$ cat src/rtl/core/ipt_pkg.sv
// ----------------------------------------------------------------------------
// Inverse Park transform package
// Fixed-point formats, the quarter-wave sine ROM contents and the stage
// enable bundle shared by the transform's cells.
// ----------------------------------------------------------------------------
package ipt_pkg;

    localparam int Q_FRAC          = 24;
    localparam int SINE_TABLE_BITS = 10;

    localparam int DATA_W  = 32;
    localparam int ANGLE_W = 24;
    localparam int PHASE_W = 32;

    localparam int TAB_LEN   = (1 << SINE_TABLE_BITS) + 1;
    localparam int ADDR_W    = SINE_TABLE_BITS + 1;
    localparam int FRAC_BITS = 30 - SINE_TABLE_BITS;
    localparam int SIN_W     = Q_FRAC + 1;
    localparam int COEF_W    = Q_FRAC + 2;
    localparam int ROM_W     = 2 * SIN_W;

    localparam logic [63:0] HALF_PI_Q31 = 64'd3373259426;

    typedef logic [63:0] t_div_list [8];
    localparam t_div_list TAYLOR_DIV = '{64'd6, 64'd20, 64'd42, 64'd72,
                                         64'd110, 64'd156, 64'd210, 64'd272};

    // Each word holds an entry in the upper half and the clamped step to the
    // next entry in the lower half, so one read serves an interpolation.
    typedef logic [ROM_W-1:0] t_rom [TAB_LEN];

    typedef struct packed {
        logic lookup;
        logic interp;
    } t_interp_en;

    function automatic logic [SIN_W-1:0] sine_entry(input int k);
        logic [63:0]        x;
        logic [63:0]        x2;
        logic [63:0]        term;
        logic signed [63:0] sum;
        logic [63:0]        v;
        x    = (64'(k) * HALF_PI_Q31 + (64'd1 << (SINE_TABLE_BITS - 1))) >> SINE_TABLE_BITS;
        x2   = (x * x) >> 31;
        term = x;
        sum  = $signed(x);
        for (int n = 0; n < 8; n++) begin
            term = ((term * x2) >> 31) / TAYLOR_DIV[n];
            if ((n % 2) == 0) begin
                sum = sum - $signed(term);
            end else begin
                sum = sum + $signed(term);
            end
        end
        if (sum < 0) begin
            sum = '0;
        end
        v = ($unsigned(sum) + (64'd1 << (30 - Q_FRAC))) >> (31 - Q_FRAC);
        if (v > (64'd1 << Q_FRAC)) begin
            v = 64'd1 << Q_FRAC;
        end
        return v[SIN_W-1:0];
    endfunction

    function automatic t_rom build_sine_rom();
        t_rom               rom;
        logic [SIN_W-1:0]   lo;
        logic [SIN_W-1:0]   hi;
        logic [SIN_W-1:0]   step;
        for (int k = 0; k < TAB_LEN; k++) begin
            lo = sine_entry(k);
            if (k < TAB_LEN - 1) begin
                hi = sine_entry(k + 1);
            end else begin
                hi = lo;
            end
            step   = (hi > lo) ? (hi - lo) : '0;
            rom[k] = {lo, step};
        end
        return rom;
    endfunction

    localparam t_rom SINE_ROM = build_sine_rom();

endpackage

$ cat src/rtl/core/ipt_rot_cell.sv
// ----------------------------------------------------------------------------
// Rotation cell
// Multiplies two operands by one coefficient, truncates each product to the
// fixed-point format and adds it into the partial sums it passes on (sum a may subtract).
// ----------------------------------------------------------------------------
module ipt_rot_cell (
    input  logic                                i_clk,
    input  logic                                i_en,
    input  logic                                i_sub_a,
    input  logic signed [ipt_pkg::DATA_W-1:0]   i_x,
    input  logic signed [ipt_pkg::DATA_W-1:0]   i_y,
    input  logic signed [ipt_pkg::COEF_W-1:0]   i_coef,
    input  logic [ipt_pkg::DATA_W-1:0]          i_acc_a,
    input  logic [ipt_pkg::DATA_W-1:0]          i_acc_b,
    output logic [ipt_pkg::DATA_W-1:0]          o_acc_a,
    output logic [ipt_pkg::DATA_W-1:0]          o_acc_b
);

    localparam int PROD_W = ipt_pkg::DATA_W + ipt_pkg::COEF_W;

    logic signed [PROD_W-1:0]         w_prod_a;
    logic signed [PROD_W-1:0]         w_prod_b;
    logic [ipt_pkg::DATA_W-1:0]       w_term_a;
    logic [ipt_pkg::DATA_W-1:0]       w_term_b;
    logic [ipt_pkg::DATA_W-1:0]       r_acc_a;
    logic [ipt_pkg::DATA_W-1:0]       r_acc_b;

    // Taking the bits above the fraction is an arithmetic shift, so products
    // round towards minus infinity and wrap at the data width.
    always_comb begin
        w_prod_a = PROD_W'(i_x) * PROD_W'(i_coef);
        w_prod_b = PROD_W'(i_y) * PROD_W'(i_coef);
        w_term_a = w_prod_a[ipt_pkg::Q_FRAC+ipt_pkg::DATA_W-1:ipt_pkg::Q_FRAC];
        w_term_b = w_prod_b[ipt_pkg::Q_FRAC+ipt_pkg::DATA_W-1:ipt_pkg::Q_FRAC];
    end

    always_ff @(posedge i_clk) begin
        if (i_en) begin
            if (i_sub_a) begin
                r_acc_a <= i_acc_a - w_term_a;
            end else begin
                r_acc_a <= i_acc_a + w_term_a;
            end
            r_acc_b <= i_acc_b + w_term_b;
        end
    end

    assign o_acc_a = r_acc_a;
    assign o_acc_b = r_acc_b;

endmodule

$ cat config.mk
export PLATFORM = sky130hd
export DESIGN_NAME = ipt_rot_cell
export DESIGN_NICKNAME = d
export VERILOG_FILES = /design/src/rtl/core/ipt_pkg.sv /design/src/rtl/core/ipt_rot_cell.sv
export SDC_FILE = /design/constraint.sdc
export NUM_CORES = 2
export LEC_CHECK = 0
export BUFFER_PORTS_ARGS = -buffer_cell sky130_fd_sc_hd__buf_2
export CAP_MARGIN = 25
export CORE_MARGIN = 1.5
export CORE_UTILIZATION = 60
export DETAILED_ROUTE_END_ITERATION = 7
export MAX_ROUTING_LAYER = met4
export PLACE_DENSITY = 0.83
export SYNTH_ARGS = -nofsm -noshare
export SYNTH_HDL_FRONTEND = slang
export SYNTH_SLANG_ARGS = --single-unit
$ cat constraint.sdc
create_clock -name i_clk -period 37.1 [get_ports i_clk]
set_input_delay 5.565 -clock i_clk [delete_from_list [all_inputs] [get_ports i_clk]]
set_output_delay 5.565 -clock i_clk [all_outputs]
set_load 0.02 [all_outputs]
==> After elaboration in Yosys (flattened, before gate mapping) <==
Index checks and enable logic that the tools add are counted.
{ "op_classes": {"magnitude_cmp": 0, "eq_ne": 0, "addsub": 3, "n_shift": 0, "n_mul": 2, "n_reduce_logical": 0, "n_div": 0, "muxes": 1, "bitwise": 0} }
{ "op_table": {"columns": ["cell", "n"], "rows": [
  ["multiplier 32 x 26 -> 56 bit", 2],
  ["adder 32 bit", 2],
  ["2-to-1 mux 32 bit", 1],
  ["subtractor 32 bit", 1]
]} }
{ "word_totals": {"elab_cells": 8, "ff_bits": 64, "ramBits": 0, "latchBits": 0, "mem_bits_ro": 0, "inputBits": 157, "memories": 0} }

==> Depth between registers and ports, before layout <==
{ "depth": {"ltp_word": 3, "depth_mapped": 44, "mapped_depth_nobuf": 41} }

==> Worst setup path after synthesis <==
Ideal clock, no wire load.
{ "synth_path": {"path_type": "in2reg", "startpoint": "input port i_coef[2] in the netlist's numbering", "endpoint": "register r_acc_a (netlist bit o_acc_a[31]) (data pin)", "required_ps": 36840, "n_path_buf": 3, "path_slack_ps": 21561, "path_stages": 42, "arrival_ps": 15279, "setup_time_ps": 260, "path_cell_list": "clkbuf_1 -> clkbuf_1 -> nand2_1 -> fa_1 -> inv_1 -> fa_1 -> inv_1 -> fa_1 -> inv_1 -> fa_1 -> inv_1 -> fa_1 -> inv_1 -> fa_1 -> inv_1 -> fa_1 -> inv_1 -> ha_1 -> (+6 left out) -> o31ai_4 -> xnor2_1 -> or3_4 -> or4_4 -> nor3b_2 -> nor2_1 -> xor2_1 -> ha_1 -> a21o_1 -> a21oi_1 -> o21ai_0 -> a211o_1 -> a21oi_1 -> inv_1 -> a41o_1 -> a221oi_1 -> xnor2_1 -> xnor2_1"} }
{ "synth_between": {"elab_chain_cells": 3} }
{ "synth_lines": {"columns": ["element", "line_no", "source"], "rows": [
  ["from (decl)", "ipt_rot_cell.sv:12", "input logic signed [ipt_pkg::COEF_W-1:0] i_coef,"],
  ["multiplier 32 x 26 -> 56 bit (*)", "ipt_rot_cell.sv:31", "w_prod_a = PROD_W'(i_x) * PROD_W'(i_coef);"],
  ["adder 32 bit or subtractor 32 bit (tied branches)", "ipt_rot_cell.sv:42, ipt_rot_cell.sv:40", null],
  ["2-to-1 mux 32 bit (*)", "ipt_rot_cell.sv:39", "if (i_sub_a) begin"],
  ["to (signal assigned)", "ipt_rot_cell.sv:40", "r_acc_a <= i_acc_a - w_term_a;"],
  ["to (signal assigned)", "ipt_rot_cell.sv:42", "r_acc_a <= i_acc_a + w_term_a;"],
  ["to (decl)", "ipt_rot_cell.sv:25", "logic [ipt_pkg::DATA_W-1:0] r_acc_a;"]
]} }
Every way passes the cells marked *; elsewhere a longest branch is shown, timed or not.
A chain may end at the register's enable or synchronous reset.

==> Worst setup path in the final report <==
{ "layout_path": {"startpoint": "input port i_coef[19] in the netlist's numbering", "endpoint": "register r_acc_a (netlist bit o_acc_a[31]) (data pin)"} }
Same word-level chain as after synthesis.

==> reports/summary.txt <==
first-pass GRT wire length: 259,000 um
initial antenna violation count: 7
EDFF count, synth: 64
Synth cell types: 81
Initial Util: 0.607
area of the core: 100,000 um^2
RePlAce Congestion: 0.944
Vias/cell: 5.70
Die X: 322 um
Reg area: 1920 um^2
port bufs: 220
Final ANT Viol Nets: 0
post-route clock period utilization: 0.456
Layout Nets: 8,754
GRT Overall Usage: 0.330
1st-iter DRT viols: 3,282
post-cts sizing count: 0
hold depth: 2
gr ovfl total: 0
area grow syn2layout: 3.53%
CTS buffer count: 9
hold_buf cts: 0
f_max: 59.1 MHz
Slew headroom: 0.284
Mapped Avg Cell Area: 9.20 um^2
Critical Path RT: 37.25 ns
CP max FO: 40
Seq cells post-synth: 64
FILL cells: 8,085
Post-route DRC: 0
Max Slew Vio Count: 0
CTS tree: yes
Mapped Area: 60,900 um^2
critical path arrival: 17.06 ns
share of layout cells above drive strength 1: 0.0472
Post-DP Area: 62,700 um^2
register area share after synthesis: 0.0316
Slew @ Worst Pin: 1.05 ns
htree depth: 3
DR WL/cell: 19.7 um
cell count after synthesis: 6,619
CP peak stage delay: 0.81 ns
multi-input combinational cell area: 51,600 um^2
vias: 45,200
dpl hpwl: 119,000 um
CP Class: in2reg
Hold WC Path Type: in2reg
max-cap violations: 0
Critical Path Source Type: input pin
Final Hold Fails: 0
vias in the first global route: 50,500
Main synth FF type: edfxtp_1
die height: 322 um
IO Pins: 221
area of the die: 103,000 um^2
largest net degree at the start of global routing: 65
Pre-Repair DR Iteration Count: 5
Critical-path top delay cell: a2111oi_0
Ys Warns: 0
Total Wirelength: 157,000 um
clock sink total: 64
design area: 63,000 um^2
most used cell, CP: fa_1
Final min period: 16.91 ns
setup_tns: 0 ns
final setup fails: 0
CP Capture Type: register
setup bufs post-CTS: 0
CTS Root Buffer Type: clkbuf_16
RSZ-0062 raised after global routing: false
status: complete, no violations
Post-synth ARST share: 0
# rows: 116
Syn Nets: 8,813
Max Root-Sink Buffers: 2
Clock transition at path regs: 0.07 ns
## metal layers
| layer | track usage | vias to the layer above | wire (um) | part of all wire |
|---|---|---|---|---|
| met4 | 0.152 | 0 | 8280 | 0.053 |
| met2 | 0.541 | 2466 | 77700 | 0.50 |
| met5 | - | - | 0 | 0 |
| met1 | 0.405 | 23100 | 55900 | 0.36 |
| met3 | 0.0531 | 588 | 14600 | 0.093 |
| li1 | - | 19000 | - | - |
## sequential cells by signal, indices dropped and copies added, names as in the netlist
register	cells
o_acc_a	32
o_acc_b	32
## area by class of cell
| cell class | instances | share of cell area |
|---|---|---|
| multi-input cells | 4599 | 0.818 |
| inverters | 1631 | 0.0971 |
| flip-flops and latches | 64 | 0.0305 |
| well taps | 1357 | 0.0269 |
| repair buffers | 255 | 0.0223 |
| clock buffers | 9 | 0.00357 |
| clock inverters | 7 | 0.000993 |
| diodes | 7 | 0.000278 |
## worst max-delay path, delay by kind of cell
kind	cells	cell delay, ns
xor gates and xnor gates	3	0.45
and+or+nand+nor	7	1.54
adders and majority gates	9	4.37
buffers and inverters	8	1.53
AOI/OAI and AO/OA	11	3.56
## Yosys cell counts (12+ instances only)
cell / n / area share
o21bai_1: 12 / 0.0015
inv_1: 1631 / 0.10
o21ai_0: 53 / 0.0044
o211ai_1: 13 / 0.0016
fa_1: 1672 / 0.55
xnor2_1: 126 / 0.018
nor3_1: 16 / 0.0013
a21o_1: 60 / 0.0074
ha_1: 365 / 0.075
nand2b_1: 53 / 0.0054
edfxtp_1: 64 / 0.032
nand3_1: 29 / 0.0024
clkbuf_1: 319 / 0.020
nand2_1: 1147 / 0.071
a31oi_1: 22 / 0.0023
and2_1: 528 / 0.054
nor2b_1: 21 / 0.0022
nand4_1: 14 / 0.0014
and3_1: 17 / 0.0017
xor2_1: 51 / 0.0073
o21a_1: 20 / 0.0025
nor2_1: 109 / 0.0067
a21oi_1: 129 / 0.011
## placed cells by master (no fill, tap or decap), types with 20 or more instances in the layout
cell type and count:
fa_1 1672, inv_1 1631, o21ai_0 53, and2_1 528, nand2b_1 53, xor2_1 51, buf_4 34, nand2_1 1147
nand3_1 29, a21o_1 60, o21a_1 20, ha_1 365, nor2b_1 21, buf_2 219, a21oi_1 129, nor2_1 109
edfxtp_1 64, a31oi_1 22, xnor2_1 126
## stage by stage
stage	setup WS, ns	utilization	std cells	hold slack [ns]
2_1_floorplan	21.56	-	6619	5.68
6_report	20.19	0.628	7929	5.47
3_3_place_gp	20.24	0.625	7904	5.87
3_5_place_dp	20.03	0.625	7906	5.88
4_1_cts	20.40	0.628	7922	5.46
5_1_grt	19.55	0.628	7928	5.49
## kinds of logic (layout without fill, tap and decap cells)
logic type	after synthesis	in the layout	share of synthesized area
AO/OA/AOI/OAI	396	396	0.0428
XOR/XNOR	179	179	0.0261
adder cells (fa/ha/maj)	2037	2037	0.625
buffers and inverters	1956	1902	0.121
flip-flops	64	64	0.0316
multiplexers	3	3	0.000514
other	0	7	0
AND/OR/NAND/NOR	1984	1984	0.153
## final timing paths
path                    from     endpoint
setup / recovery  i_coef[19]  o_acc_a[31]
hold / removal    i_acc_b[0]   o_acc_b[0]
Power is left out: the tool's default activity adds up to more than one toggle a clock period on the data nets, which glitch-free logic cannot reach.
